**src/rtl/pdga_pkg.sv**
```systemverilog
// Shared constants, codes and unit interface types of the Poisson-disk grid acceptor.
// Used by every module of the block; depends on nothing.
package pdga_pkg;

   // grid store and coordinate sizes
   localparam int GRID_CELLS     = 4096;
   localparam int COORD_BITS     = 12;
   localparam int CELL_BITS      = $clog2(GRID_CELLS);
   localparam int INDEX_BITS     = 12;
   localparam int CFG_BITS       = 13;
   localparam int COUNT_BITS     = 7;
   localparam int CSR_INDEX_BITS = 3;

   // derived datapath widths
   localparam int MUL_BITS   = (CFG_BITS > COORD_BITS) ? CFG_BITS : COORD_BITS;
   localparam int PROD_BITS  = 2 * MUL_BITS;
   localparam int KPROD_BITS = COORD_BITS + COUNT_BITS;
   localparam int KSUM_BITS  = ((KPROD_BITS > CELL_BITS) ? KPROD_BITS : CELL_BITS) + 1;
   localparam int NK_BITS    = ((CELL_BITS > COUNT_BITS) ? CELL_BITS : COUNT_BITS) + 2;
   localparam int ENTRY_BITS = 2 * COORD_BITS + 1;
   localparam int DIV_CNT_BITS = $clog2(COORD_BITS);

   // register reset values
   localparam logic [CFG_BITS-1:0]   AREA_WIDTH_RESET   = CFG_BITS'(4096);
   localparam logic [CFG_BITS-1:0]   AREA_HEIGHT_RESET  = CFG_BITS'(4096);
   localparam logic [CFG_BITS-1:0]   CELL_EDGE_RESET    = CFG_BITS'(64);
   localparam logic [CFG_BITS-1:0]   MIN_DIST_RESET     = CFG_BITS'(90);
   localparam logic [COUNT_BITS-1:0] CELLS_ACROSS_RESET = COUNT_BITS'(64);
   localparam logic [COUNT_BITS-1:0] CELLS_DOWN_RESET   = COUNT_BITS'(64);

   // request opcodes
   typedef enum logic [1:0] {
      OP_CLEAR  = 2'd0,
      OP_INSERT = 2'd1,
      OP_TEST   = 2'd2,
      OP_NONE   = 2'd3
   } opcode_type;

   // configuration register indexes
   typedef enum logic [CSR_INDEX_BITS-1:0] {
      CSR_AREA_WIDTH   = 3'd0,
      CSR_AREA_HEIGHT  = 3'd1,
      CSR_CELL_EDGE    = 3'd2,
      CSR_MIN_DISTANCE = 3'd3,
      CSR_CELLS_ACROSS = 3'd4,
      CSR_CELLS_DOWN   = 3'd5
   } csr_reg_type;

   // divider command and answer
   typedef struct packed {
      logic                  start;
      logic [COORD_BITS-1:0] dividend;
      logic [CFG_BITS-1:0]   divisor;
   } div_req_type;

   typedef struct packed {
      logic                  done;
      logic [COORD_BITS-1:0] quotient;
   } div_rsp_type;

endpackage

```
**src/rtl/pdga_div.sv**
```systemverilog
// Iterative restoring divider, one quotient bit per cycle, for the cell coordinate.
// Depends on pdga_pkg for widths and the command/answer structs.
module pdga_div (
   input  logic                 clock,
   input  logic                 reset,
   input  pdga_pkg::div_req_type div_req,
   output pdga_pkg::div_rsp_type div_rsp
);
   import pdga_pkg::*;

   logic                    busy_ff;
   logic                    done_ff;
   logic [DIV_CNT_BITS-1:0] cnt_ff;
   logic [CFG_BITS-1:0]     rem_ff;
   logic [CFG_BITS-1:0]     dsr_ff;
   logic [COORD_BITS-1:0]   dvd_ff;

   logic [CFG_BITS:0]       trial;
   logic [CFG_BITS:0]       diff;
   logic                    fits;
   logic [CFG_BITS-1:0]     rem_in;

   // one restoring step
   always_comb begin
      trial  = {rem_ff, dvd_ff[COORD_BITS-1]};
      diff   = trial - {1'b0, dsr_ff};
      fits   = trial >= {1'b0, dsr_ff};
      rem_in = fits ? diff[CFG_BITS-1:0] : trial[CFG_BITS-1:0];
   end

   // step control, quotient shifts in behind the dividend
   always_ff @(posedge clock) begin
      if (reset) begin
         busy_ff <= 1'b0;
         done_ff <= 1'b0;
         cnt_ff  <= '0;
      end else begin
         done_ff <= 1'b0;
         if (div_req.start) begin
            busy_ff <= 1'b1;
            cnt_ff  <= '0;
            rem_ff  <= '0;
            dsr_ff  <= div_req.divisor;
            dvd_ff  <= div_req.dividend;
         end else if (busy_ff) begin
            rem_ff <= rem_in;
            dvd_ff <= {dvd_ff[COORD_BITS-2:0], fits};
            cnt_ff <= cnt_ff + 1'b1;
            if (cnt_ff == DIV_CNT_BITS'(COORD_BITS - 1)) begin
               busy_ff <= 1'b0;
               done_ff <= 1'b1;
            end
         end
      end
   end

   assign div_rsp.done     = done_ff;
   assign div_rsp.quotient = dvd_ff;

endmodule

```
**config.mk**
```make
export PLATFORM = sky130hd
export DESIGN_NAME = pdga_div
export DESIGN_NICKNAME = d
export VERILOG_FILES = /design/src/rtl/pdga_pkg.sv /design/src/rtl/pdga_div.sv
export SDC_FILE = /design/constraint.sdc
export NUM_CORES = 1
export LEC_CHECK = 0
export CORE_MARGIN = 2
export CORE_UTILIZATION = 28
export CTS_CLUSTER_DIAMETER = 40
export DETAILED_ROUTE_END_ITERATION = 16
export DONT_BUFFER_PORTS = 1
export PLACE_DENSITY = 0.5
export RECOVER_POWER = 100
export SETUP_SLACK_MARGIN = 0.2
export SLEW_MARGIN = 5
export SYNTH_ARGS = -nofsm -noshare
export SYNTH_HDL_FRONTEND = slang
export SYNTH_SLANG_ARGS = --single-unit
```
**constraint.sdc**
```tcl
create_clock -name clock -period 3.8 [get_ports clock]
set_input_delay 0.38 -clock clock [delete_from_list [all_inputs] [get_ports clock]]
set_output_delay 0.38 -clock clock [all_outputs]
set_load 0.005 [all_outputs]
```
==> impl_metrics.toml <==
[outcome]
outcome = "complete, no violations"

[pwr]
comb_power_share = 0.214
ir_drop_v = 0.000180
seq_power_share = 0.521
clkPwrFrac = 0.265
leakagePower_uw = 0.000953
switchingPower_uw = 326
pwr_density_cell_nw_per_um2 = 446
p_int_uw = 811
switching_share = 0.287

[timing]
hold_ws_ns = 0.159
slew-limit-headroom = 0.378
skew_ns = 0.0111
setup_viol = 0
slew_violations = 0
hold_viol_final = 0
worst_pin_slew_ns = 0.932
setup_tns_ns = 0
rsz0062_at_grt = "no"
fmax_mhz = 322
min_period_over_period = 0.816
fin_crit_ns = 3.10

[layout]
antenna_cells = 0
syn2layout_area_growth_pct = 7.21
layout_commonest_cell = "edfxtp_1"
drive_above_1_share = 0.120
fin_nets = 242
final_cell_mix = "edfxtp_1, inv_1, nor2_1"
post-route-util = 0.310

[synth]
synth_top_cell_by_area = "edfxtp_1"
ys_types = 43
ys_ff_latch = 44
yosysWarnings = 0
ys_seq_area_frac = 0.530
postSynthAreaPerCell_um2 = 12.3
synth.top_cell.area_share = 0.480
ys.flop_type = "edfxtp_1"
synthTopCellsByArea = "edfxtp_1, ha_1, mux2_2"
syn_area_um2 = 2380
async_reset_ff_frac = 0
syn_nets = 237
synth_edf_count = 38
postSynthCellCount = 194

[detailed_routing]
wl_met3_um = 386
vias_per_cell = 4.90
drt_first_pass_iters = 4
wl_met1_um = 2030
dr_wl_met2_um = 2030
via_count = 1493
top_layer = "met4"
antenna_left = 0
drc = 0
routedWlPerCell_um = 14.8
first_iter_violations = 80
wirelength_um = 4520

[place]
gp_congestion = 0.785
dp_hpwl_um = 3300
portBuffers = 0

[min_path]
hold_start = "div_req[2]"
min_delay_path_depth = 0
worstHoldEndpoint = "dsr_ff[2]"
hp-class = "in2reg"

[worst_setup_path]
start_kind = "flop"
timing.rr.start = "dvd_ff[11]"
rr_endpoint = "dvd_ff[0]"
ff2ff_setup_slack_ns = 0.70
crit_fanout = 18
crit_type = "reg2reg"
arrival_ns = 3.17
rr_worst_depth = 9
critPathRequiredTime_ns = 3.86
end_kind = "flop"

[clock_network]
clock_latency_ns = 0.31
cts_inserted_buffers = 5
clockBufferDepth = 2
cts_resized = 0
clockRootBuffer = "clkbuf_8"
htreeDepth = 2
hold_buffers = 0
cts_tree = "done"
clk_pin_slew_worst_paths_ns = 0.09
post_cts_buffers = 0
cts_sinks = 44

[grt]
grt_max_degree = 25
grt_use_total = 0.109
antenna_found_initial = 0
gr-total-overflow = 0
grt_pass1_wl_um = 7510
first_global_vias = 1581

[floorplan]
coreArea_um2 = 8220
fp-row-count = 33
die_area_um2 = 9250
num_io_pins = 41
die_width_um = 96.2
initial_utilization = 0.289
die_h_um = 96.2

[flow_run]
maxCapViolations = 0
## stage by stage
stage	total power (uW)	worst slack [ns]	instance area, um^2	std cells
final	1140	0.698	2550	305
after global routing	1210	0.466	2550	305
after CTS	1160	0.976	2580	305
after detailed placement	857	0.983	2500	297
after global placement	859	1.07	2500	297
after floorplan	813	1.17	2380	194
## cell families (layout without fill, tap and decap cells)
logic type                 after synthesis  count (layout)  share of synthesized area
xor gates and xnor gates                11              11                     0.0405
muxes                                   19              19                     0.0878
AOI/OAI and AO/OA                       39              39                      0.132
and+or+nand+nor                         42              42                     0.0852
adders and majority gates               15              15                     0.0821
buffers and inverters                   24              30                     0.0426
DFF                                     44              44                      0.530
## worst max path at each step
stage	start	end	slack [ns]
after floorplan	dvd_ff[11]	dvd_ff[0]	1.17
after global placement	dvd_ff[11]	dvd_ff[0]	1.07
after detailed placement	dvd_ff[11]	dvd_ff[0]	0.98
after CTS	dvd_ff[11]	dvd_ff[0]	0.98
after global routing	dvd_ff[11]	rem_ff[11]	0.47
final	dvd_ff[11]	dvd_ff[0]	0.70
## power groups by stage
stage / clock network, uW / logic (uW) / registers (uW)
finish: 301 / 243 / 593
global route: 330 / 277 / 598
CTS: 316 / 256 / 593
detailed placement: 0 / 254 / 603
global placement: 0 / 255 / 604
floorplan: 0 / 217 / 596
## worst max-delay path: stages, from the launching register on
cell      delay (ns)
edfxtp_1        0.45
inv_1           0.09
ha_1            0.16
inv_1           0.05
fa_1            0.39
a21o_1          0.22
a221oi_1        0.52
o221a_4         0.32
o21ai_2         0.26
mux2_1          0.40
## cell usage after synthesis (4+ instances only)
cell type	count
xnor2_1	9
nor2_1	18
nand2_1	8
ha_1	14
edfxtp_1	38
dfxtp_1	6
mux2_2	11
a21oi_1	10
mux2i_1	7
o211ai_1	4
inv_1	20
## final cells by class
class	count	area (um^2)
clock buffers	6	72.6
clock inverters	2	11.3
fillers	828	5670
inverters	20	75.1
multi-input cells	126	991
flip-flops and latches	44	1260
well taps	105	131
repair buffers	2	7.51
## routing by layer
metal  global-route usage  up-vias
met3               0.0423        8
met4               0.0429        0
met2                0.161       50
li1                     -      727
met5                    0        -
met1                0.143      708
## flip-flops by register name, summed over array words and instances, names as in the netlist
| signal | count |
|---|---|
| busy_ff | 1 |
| cnt_ff | 4 |
| done_ff | 1 |
| dsr_ff | 13 |
| dvd_ff | 12 |
| rem_ff | 13 |
(Power assumes the default switching activity.)
