## src/rtl/pdga_pkg.sv

```systemverilog
// Shared constants, codes and unit interface types of the Poisson-disk grid acceptor.
// Used by every module of the block; depends on nothing.
package pdga_pkg;

   // grid store and coordinate sizes
   localparam int GRID_CELLS     = 4096;
   localparam int COORD_BITS     = 12;
   localparam int CELL_BITS      = $clog2(GRID_CELLS);
   localparam int INDEX_BITS     = 12;
   localparam int CFG_BITS       = 13;
   localparam int COUNT_BITS     = 7;
   localparam int CSR_INDEX_BITS = 3;

   // derived datapath widths
   localparam int MUL_BITS   = (CFG_BITS > COORD_BITS) ? CFG_BITS : COORD_BITS;
   localparam int PROD_BITS  = 2 * MUL_BITS;
   localparam int KPROD_BITS = COORD_BITS + COUNT_BITS;
   localparam int KSUM_BITS  = ((KPROD_BITS > CELL_BITS) ? KPROD_BITS : CELL_BITS) + 1;
   localparam int NK_BITS    = ((CELL_BITS > COUNT_BITS) ? CELL_BITS : COUNT_BITS) + 2;
   localparam int ENTRY_BITS = 2 * COORD_BITS + 1;
   localparam int DIV_CNT_BITS = $clog2(COORD_BITS);

   // register reset values
   localparam logic [CFG_BITS-1:0]   AREA_WIDTH_RESET   = CFG_BITS'(4096);
   localparam logic [CFG_BITS-1:0]   AREA_HEIGHT_RESET  = CFG_BITS'(4096);
   localparam logic [CFG_BITS-1:0]   CELL_EDGE_RESET    = CFG_BITS'(64);
   localparam logic [CFG_BITS-1:0]   MIN_DIST_RESET     = CFG_BITS'(90);
   localparam logic [COUNT_BITS-1:0] CELLS_ACROSS_RESET = COUNT_BITS'(64);
   localparam logic [COUNT_BITS-1:0] CELLS_DOWN_RESET   = COUNT_BITS'(64);

   // request opcodes
   typedef enum logic [1:0] {
      OP_CLEAR  = 2'd0,
      OP_INSERT = 2'd1,
      OP_TEST   = 2'd2,
      OP_NONE   = 2'd3
   } opcode_type;

   // configuration register indexes
   typedef enum logic [CSR_INDEX_BITS-1:0] {
      CSR_AREA_WIDTH   = 3'd0,
      CSR_AREA_HEIGHT  = 3'd1,
      CSR_CELL_EDGE    = 3'd2,
      CSR_MIN_DISTANCE = 3'd3,
      CSR_CELLS_ACROSS = 3'd4,
      CSR_CELLS_DOWN   = 3'd5
   } csr_reg_type;

   // divider command and answer
   typedef struct packed {
      logic                  start;
      logic [COORD_BITS-1:0] dividend;
      logic [CFG_BITS-1:0]   divisor;
   } div_req_type;

   typedef struct packed {
      logic                  done;
      logic [COORD_BITS-1:0] quotient;
   } div_rsp_type;

endpackage

```

## src/rtl/pdga_mul.sv

```systemverilog
// Shared registered multiplier: cell row offset, squared radius and squared deltas.
// Depends on pdga_pkg for operand and product widths.
module pdga_mul (
   input  logic                           clock,
   input  logic [pdga_pkg::MUL_BITS-1:0]  mul_a,
   input  logic [pdga_pkg::MUL_BITS-1:0]  mul_b,
   output logic [pdga_pkg::PROD_BITS-1:0] mul_p
);
   import pdga_pkg::*;

   logic [PROD_BITS-1:0] prod_ff;

   // product registered before any use
   always_ff @(posedge clock) begin
      prod_ff <= PROD_BITS'(mul_a) * PROD_BITS'(mul_b);
   end

   assign mul_p = prod_ff;

endmodule

```

## config.mk

```make
export PLATFORM = sky130hd
export DESIGN_NAME = pdga_mul
export DESIGN_NICKNAME = d
export VERILOG_FILES = /design/src/rtl/pdga_pkg.sv /design/src/rtl/pdga_mul.sv
export SDC_FILE = /design/constraint.sdc
export NUM_CORES = 1
export LEC_CHECK = 0
export BUFFER_PORTS_ARGS = -buffer_cell sky130_fd_sc_hd__buf_2
export CAP_MARGIN = 20
export CORE_UTILIZATION = 42
export CTS_CLUSTER_SIZE = 16
export DETAILED_ROUTE_END_ITERATION = 10
export GPL_TIMING_DRIVEN = 0
export HOLD_SLACK_MARGIN = 0.06
export SKIP_LAST_GASP = 1
export SLEW_MARGIN = 5
export SYNTH_ARGS = -nofsm -noshare
export SYNTH_HDL_FRONTEND = slang
export SYNTH_SLANG_ARGS = --single-unit
export TNS_END_PERCENT = 30
```

## constraint.sdc

```tcl
create_clock -name clock -period 6.9 [get_ports clock]
set_input_delay 2.07 -clock clock [delete_from_list [all_inputs] [get_ports clock]]
set_output_delay 2.07 -clock clock [all_outputs]
set_load 0.02 [all_outputs]
```

==> qor.yml, run 1 <==
placed_cell_area_sq_um: 6750
ys.flop_type: "dfxtp_1"
hold_path.class: "in -> reg"
cap_viol_max_count: 0
ant_nets: 0
syn_inst: 709
mappedNetlistArea_sq_um: 6260
cp-start-kind: "input pin"
hold_violations: 0
slew_headroom: 0.646
dr.pass1.iters: 4
required_ns: 7.05
synth-seq-cells: 26
cp_max_fo: 10
ys_warn_count: 0
via_per_inst: 5.03
yosysUniqueCellTypes: 44
post-route-period-util: 0.976
p_per_area_nw_per_um2: 444
fin_nets: 978
drcViolationCount: 0
synth_area_leaders: "fa_1 39%, ha_1 14%, inv_1 10%"
cts.path.max_buffers: 2
initial_core_util: 0.431
met1_usage: 0.245
cts_sinks: 26
drive_gt1_frac: 0.112
portBuffers: 52
wirelength_microns: 13900
diodes: 0
largest_register_ffs: 26
grt_pass1_vias: 4935
yosysTopAreaCell: "fa_1"
synth_top_area_frac: 0.387
async_flop_share: 0
crit_type: "in -> reg"
final_area_sq_um: 6830
vias: 4735
routabilityCongestion: 0.917
syn_to_final_growth_pct: 9.14
drt-initial-drc-count: 288
fmax_ghz: 0.149
slew_viol_final: 0
die-area_sq_um: 15400
cts_tree: "done"
slowest_delay_ns: 0.55
p_leak_nw: 3.66
slowest_stage: "fa_1"
dp_slack_ns: -0.308
row_count: 44
tightest_slew_ns: 0.531
vdd_drop_max_v: 0.000293
outcome: "complete, no violations"
dp_hpwl_microns: 12100
yosysMostFrequentCell: "inv_1"
yosysSeqAreaShare: 0.0832
wl_per_cell_microns: 14.7
cts-root-buf: "clkbuf_16"
clkTransAtPathRegs_ns: 0.06
use_met3: 0.0334
synth.top_cells.by_count: "174 x inv_1, 121 x fa_1, 93 x nand2_1"
htree_num_levels: 1
syn_area_per_cell_sq_um: 8.83
cts_buffers: 3
grt_max_degree: 14
die-width_microns: 124
met2_usage: 0.356
grt_setup_unrepaired: "false"
period_needed_ns: 6.73
track_usage: 0.199
fin_ws_ns: 0.169
path_common_cell: "fa_1"
cts_hold_buf: 0
setup_viol: 0
dieHeight_microns: 124
core_area_sq_um: 14500
cp_cell_sequence: "buf_2, clkbuf_2, and2_1, fa_1, inv_1, fa_1, inv_1, fa_1, fa_1, inv_1, fa_1, inv_1, ha_1, and3_1, and2_4, a22o_4, a211oi_4, o21bai_2, xor2_1"
grt_pass1_wl_microns: 23200
synth-edff-count: 0
end_kind: "flip-flop"
grt_antenna_before_repair: 0
ioPinCount: 53
cp.arrival_ns: 6.88
syn-num-nets: 928
overflow: 0
gr-max-usage-layer: "met2"
path summary, 6_finish.rpt:
check	startpoint	end	slack [ns]	depth (start not counted)
setup / recovery	mul_a[8]	mul_p[24]	0.17	19
hold / removal	mul_b[0]	mul_p[0]	2.06	2
cells by family (layout without fill, tap and decap cells):
group                    Yosys count  count (layout)  share of synthesized area
buffers and inverters            202             250                      0.124
XOR/XNOR                          18              18                     0.0252
adder cells (fa/ha/maj)          192             192                      0.529
AO/OA/AOI/OAI                     58              58                     0.0674
flip-flops                        26              26                     0.0832
AND/OR/NAND/NOR                  213             213                      0.172
power by group:
part | internal, mW | switching, mW
Clock | 0.0769 | 0.0517
Combinational | 1.14 | 1.49
Sequential | 0.258 | 0.0148
Total | 1.47 | 1.56
cells in the final DEF (no fill, tap or decap), types with 2 or more instances in the layout:
cell,instances
dfxtp_1,26
xnor2_1,12
a211oi_1,2
nand3_1,9
clkbuf_2,11
clkbuf_1,6
a21oi_1,20
o311ai_1,2
and3_1,4
nor3_1,3
fa_1,121
nand4_1,2
xor2_1,6
buf_2,52
buf_6,2
clkbuf_16,3
and2_4,2
o21bai_2,2
a21o_1,6
inv_1,174
o21bai_1,3
o21ai_1,3
and2_1,85
nand2b_1,2
o21ai_0,3
o21ai_2,2
nor2_1,8
ha_1,71
a211oi_2,2
nand2_1,93
timing repair:
action	in CTS	in global routing
endpoints found under the setup margin	3	11
buffers inserted	0	1
pin swaps	0	1
resized for setup	2	24
critical path, delay by kind of cell:
kind                     cells  cell delay, ns
AO/OA/AOI/OAI                3            0.72
XOR/XNOR                     1            0.15
adder cells (fa/ha/maj)      6            2.79
buffers and inverters        6            0.58
AND/OR/NAND/NOR              3            0.59
per-layer routing:
layer  vias to the layer above  wire, microns
met5                         -              0
met4                         0            284
met3                        24            725
met2                       119           7440
met1                      2387           5420
li1                       2205              -
final cells by class:
| class | count | area [sq um] |
|---|---|---|
| Tap cell | 184 | 230 |
| Multi-Input combinational cell | 481 | 4980 |
| Fill cell | 1438 | 7700 |
| Sequential cell | 26 | 520 |
| Buffer | 20 | 104 |
| Inverter | 174 | 653 |
| Clock buffer | 3 | 75.1 |
| Timing Repair Buffer | 53 | 268 |
per-stage QoR:
| step | setup TNS (ns) | power, mW | hold slack (ns) | util | std cells |
|---|---|---|---|---|---|
| finish | 0 | 3.03 | 2.06 | 0.470 | 941 |
| global route | 0 | 3.44 | 2.07 | 0.470 | 941 |
| CTS | 0 | 3.05 | 2.06 | 0.470 | 948 |
| detailed placement | -2.61 | 2.89 | 2.33 | 0.464 | 945 |
| global placement | -2.53 | 2.87 | 2.32 | 0.464 | 945 |
| floorplan | 0 | 2.34 | 2.20 | - | 709 |
Note: power is estimated with default switching activity, not from simulation.
==> run 2, diff against run 1 <==
==> constraint.sdc (replaced) <==
create_clock -name clock -period 6.9 [get_ports clock]
set_input_delay 0 -clock clock [delete_from_list [all_inputs] [get_ports clock]]
set_output_delay 0 -clock clock [all_outputs]
set_load 0.02 [all_outputs]
==> run 2 against run 1 <==
Net effect:
- largest cell class unchanged
- first-iteration DRC count shrank 4.5%
- cell area is essentially flat
- core utilization is essentially flat
- fmax grew 38%
==> qor.yml, run 2 (synthesis results as in run 1) <==
outcome: "complete, no violations"
cts-root-buf: "clkbuf_16"
fin_ws_ns: 2.01  # +1.84 ns
overflow: 0  # unchanged
crit_type: "in -> reg"
cts.path.max_buffers: 2  # unchanged
final_cells: 949  # +0.85%
p_leak_nw: 3.63  # -0.69%
portBuffers: 52  # unchanged
hold_ws_ns: 0.124  # -1.94 ns
fmax_ghz: 0.205  # +38%
slowest_stage: "fa_1"
track_usage: 0.199  # about the same
p_per_area_nw_per_um2: 437  # -1.5%
setup_viol: 0  # unchanged
postCtsSetupBuffers: 0  # unchanged
fin_nets: 986  # +0.82%
slew_headroom: 0.554  # -0.0920
cp_cell_sequence: "buf_2, clkbuf_1, nand2_1, fa_1, fa_1, fa_1, inv_1, fa_1, inv_1, fa_1, inv_1, ha_1, and3_1, and2_4, a21boi_2, o21ai_1, a2111o_1, o311ai_1"
wl_per_cell_microns: 14.9  # +1.3%
grt_max_degree: 14  # unchanged
grt_setup_unrepaired: "false"
period_needed_ns: 4.89  # -1.84 ns
post-route-period-util: 0.708  # -0.267
dp_cells: 945  # unchanged
num-fill-cells: 1433  # -0.35%
die-width_microns: 124  # unchanged
core_area_sq_um: 14500  # unchanged
grt_antenna_before_repair: 0  # unchanged
cp_max_fo: 10  # unchanged
slowest_delay_ns: 0.54  # about the same
diodes: 0  # unchanged
cp.arrival_ns: 5.06  # -1.82 ns
initial_core_util: 0.431  # unchanged
cts_tree: "done"
row_count: 44  # unchanged
final_area_sq_um: 6830  # about the same
cts_resized: 0  # -2
dp_hpwl_microns: 12100  # unchanged
critPathBufInv: 5  # -1
drive_gt1_frac: 0.0928  # -0.0195
cts_sinks: 26  # unchanged
cts_buffers: 3  # unchanged
slew_viol_final: 0  # unchanged
die-area_sq_um: 15400  # unchanged
required_ns: 7.07  # +0.02 ns
ioPinCount: 53  # unchanged
drcViolationCount: 0  # unchanged
grt_pass1_vias: 4941  # +0.12%
cp_top_family: "adder cells"
htree_num_levels: 1  # unchanged
hold_path.class: "in -> reg"
clkTransAtPathRegs_ns: 0.06  # about the same
cts_hold_buf: 1  # +1
timing.setup.tns_ns: 0  # unchanged
syn_to_final_growth_pct: 9.20  # about the same
vias: 4758  # +0.49%
tightest_slew_ns: 0.669  # +0.138 ns
mostFrequentLayoutCells: "174 x inv_1, 121 x fa_1, 93 x nand2_1"
placed_cell_area_sq_um: 6750  # unchanged
hold_violations: 0  # unchanged
dp_slack_ns: 1.76  # +2.07 ns
finish.utilization: 0.470  # about the same
routabilityCongestion: 0.917  # unchanged
end_kind: "flip-flop"
vdd_drop_max_v: 0.000294  # +0.35%
grt_pass1_wl_microns: 23300  # about the same
cp-start-kind: "input pin"
wirelength_microns: 14200  # +2.2%
via_per_inst: 5.01  # -0.36%
largest_register_ffs: 26  # unchanged
dieHeight_microns: 124  # unchanged
cap_viol_max_count: 0  # unchanged
dr.pass1.iters: 4  # unchanged
drt-initial-drc-count: 275  # -4.5%
final_common_cell: "inv_1"
ant_nets: 0  # unchanged
total_power_mw: 2.99  # -1.4%
path_common_cell: "fa_1"
[run 2: cell types whose count changed in the layout (fill, tap and decap cells not counted), sizes merged]
cell | previous run | this run
dlygate4sd3 | 0 | 1
clkbuf | 20 | 29
buf | 56 | 54
[run 2: final cells by class]
type / instances / area (sq um) / area share
clock buffers: 3 / 75.1 / 0.0110
inverters: 174 / 653 / 0.0956
plain buffers: 28 / 120 / 0.0176
multi-input cells: 481 / 4960 / 0.726
repair buffers: 53 / 270 / 0.0396
flip-flops and latches: 26 / 520 / 0.0762
well taps: 184 / 230 / 0.0337
[run 2: path summary, 6_finish.rpt]
check / start / end / slack (ns) / depth (start not counted)
setup / recovery: mul_a[6] / mul_p[23] / 2.01 / 18
hold / removal: mul_b[1] / mul_p[1] / 0.12 / 3
[run 2: power breakdown]
group	switching, mW	internal [mW]	total, mW
combinational	1.48	1.11	2.58
sequential	0.0148	0.258	0.273
clock	0.0518	0.0769	0.129
total	1.54	1.44	2.99
[run 2: layer usage]
layer,routed length (microns),GRT usage,vias to the layer above
li1,-,-,2216
met1,5460,0.245,2383
met2,7480,0.356,132
met3,908,0.0334,27
met4,314,0.0513,0
met5,0,0,-
==> run 3, diff against run 2 <==
- ABC_AREA: unset -> 1
- clock period: 6.9 -> 4.6 ns (I/O delays scaled with it)
==> run 3 against run 2 <==
Net effect:
- flip-flop and latch count did not move
- clock-buffer cell count unchanged
- critical path type unchanged
- first-iteration DRC count up 42%
- global-route usage grew 0.80 points
- worst setup slack worse by 1.8 ns
- sequential power is 46% higher
- area after synthesis grew 7.0%
- critical path depth rose by 1
==> qor.yml, run 3 <==
outcome: "complete, no violations"
track_usage: 0.207  # +0.00804
grt_max_degree: 14  # unchanged
yosysSeqAreaShare: 0.0777  # -0.00547
cts_sinks: 26  # unchanged
required_ns: 4.75  # -2.32 ns
grt_antenna_before_repair: 0  # unchanged
fin_nets: 1209  # +23%
clkTransAtPathRegs_ns: 0.06  # about the same
cts_buffers: 3  # unchanged
synth_top_family_by_area: "adder cells"
syn_to_final_growth_pct: 8.72
fmax_ghz: 0.231
yosysUniqueCellTypes: 22  # -50%
slowest_stage: "fa_1"
cts.path.max_buffers: 2  # unchanged
cp-start-kind: "input pin"
mappedNetlistArea_sq_um: 6700  # +7.0%
synth_fa_ha_area_frac: 0.494  # -0.0348
p_per_area_nw_per_um2: 667  # +53%
mostFrequentLayoutCells: "313 x inv_1, 303 x nand2_1, 121 x fa_1"
yosys.area_share.simple: 0.210  # +0.0384
drt-initial-drc-count: 390  # +42%
setup_viol: 0  # unchanged
cap_viol_max_count: 0  # unchanged
overflow: 0  # unchanged
largest_register_ffs: 26  # unchanged
syn_area_per_cell_sq_um: 7.10  # -20%
fin_ws_ns: 0.263  # -1.75 ns
synth_xor_area_frac: 0.0144  # -0.0108
async_flop_share: 0  # unchanged
ant_nets: 0  # unchanged
synth_top_area_frac: 0.362  # -0.0255
wirelength_microns: 15000  # +5.5%
slew_headroom: 0.624  # +0.0701
total_power_mw: 4.86  # +63%
tightest_slew_ns: 0.564  # -0.105 ns
slowest_delay_ns: 0.56  # +0.02 ns
vias: 5428  # +14%
htree_num_levels: 1  # unchanged
synth_mux_area_frac: 0  # unchanged
die-width_microns: 128  # +3.4%
p_leak_nw: 4.73  # +30%
wl_per_cell_microns: 12.5  # -16%
synth-seq-cells: 26  # unchanged
via_per_inst: 4.53  # -9.7%
crit_type: "in -> reg"
dp_slack_ns: -0.233  # -1.99 ns
dp_hpwl_microns: 13200  # +8.8%
cts_tree: "done"
initial_core_util: 0.436  # +0.00521
ys_warn_count: 0  # unchanged
hold_path.class: "in -> reg"
cp.arrival_ns: 4.48  # -0.58 ns
syn_inst: 943  # +33%
syn-num-nets: 1162  # +25%
yosysMostFrequentCell: "inv_1"
synth_area_leaders: "fa_1 36%, inv_1 18%, nand2_1 17%"
ys.flop_type: "dfxtp_1"
period_needed_ns: 4.34
synth_compound_area_frac: 0.0131  # -0.0543
postCtsSetupBuffers: 0  # unchanged
synth.top_cells.by_count: "313 x inv_1, 303 x nand2_1, 121 x fa_1"
ioPinCount: 53  # unchanged
vdd_drop_max_v: 0.000470  # +60%
routabilityCongestion: 0.871  # -5.0%
hold_ws_ns: 0.295  # +0.171 ns
cts-root-buf: "clkbuf_16"
final_common_cell: "inv_1"
dieHeight_microns: 128  # +3.4%
portBuffers: 52  # unchanged
cp_cell_sequence: "buf_2, clkbuf_1, nand2_1, inv_1, fa_1, fa_1, fa_1, fa_1, inv_1, fa_1, inv_1, ha_1, a21oi_1, and2_1, nand2_1, nand2_1, nand3_1, nand2_1, nand2_1"
post-route-period-util: 0.943
grt_setup_unrepaired: "true"
synth-edff-count: 0  # unchanged
dr.pass1.iters: 4  # unchanged
grt_pass1_wl_microns: 26200  # +13%
diodes: 0  # unchanged
yosysTopAreaCell: "fa_1"
row_count: 45  # +2.3%
grt_pass1_vias: 5543  # +12%
hold_violations: 0  # unchanged
drcViolationCount: 0  # unchanged
cp_max_fo: 10  # unchanged
slew_viol_final: 0  # unchanged
end_kind: "flip-flop"
drive_gt1_frac: 0.0749  # -0.0179
core_area_sq_um: 15400  # +5.8%
die-area_sq_um: 16500  # +6.9%
## run 3: cell types whose count changed in the layout (fill, tap and decap cells not counted), sizes merged, moves of 7 or more
| cell | delta |
|---|---|
| nor2 | +17 |
| clkbuf | -11 |
| and2 | -86 |
| nand2 | +210 |
| xnor2 | -11 |
| a21o | -7 |
| a21oi | -9 |
| o21ai | -7 |
| nand3 | +12 |
| inv | +139 |
## run 3: kinds of logic after synthesis
logic type / count (synthesis)
compound gates: 15
fa+ha+maj: 192
simple gates: 359
xor+xnor: 11
buf+inv: 340
flops: 26
## run 3: worst paths after layout
kind / startpoint / to / slack (ns) / depth (start not counted)
max: mul_b[12] / mul_p[24] / 0.26 / 19
min: mul_b[1] / mul_p[1] / 0.29 / 4
## run 3: worst max-delay path, delay by kind of cell
| family | cells | cell delay (ns) |
|---|---|---|
| buffers and inverters | 5 | 0.77 |
| adders and majority gates | 6 | 2.74 |
| AOI/OAI and AO/OA | 1 | 0.24 |
| and+or+nand+nor | 7 | 0.73 |
## run 3: timing repair
| item | CTS | global route |
|---|---|---|
| endpoints found under the hold margin | 1 | 0 |
| setup endpoints to repair | 0 | 13 |
| gates resized for setup | 0 | 26 |
| hold buffers | 1 | 0 |
## run 3: area by class of cell
cell class / instances / area [sq um]
flip-flops and latches: 26 / 520
fillers: 1603 / 8090
inverters: 314 / 1180
multi-input cells: 577 / 4900
repair buffers: 53 / 270
plain buffers: 15 / 72.6
clock buffers: 3 / 75.1
well taps: 211 / 264
## run 3: report_power, final
group	leakage [nW]	internal, mW	switching, mW
clock network	0.0370	0.115	0.0693
registers	0.219	0.381	0.0189
logic	4.48	1.52	2.75
## run 3: per-stage QoR
stage	TNS, ns	std cells	area [sq um]	util
detailed placement	-1.54	1206	7220	0.470
CTS	0	1210	7310	0.475
global route	-0.0326	1199	7280	0.474
finish	0	1199	7280	0.474
global placement	-1.39	1206	7220	0.470
floorplan	0	943	6700	-
## run 3: metal layers
layer | part of all wire | GRT usage
met4 | 0.023 | 0.0450
met3 | 0.055 | 0.0284
met2 | 0.50 | 0.377
met1 | 0.43 | 0.258
met5 | 0 | 0
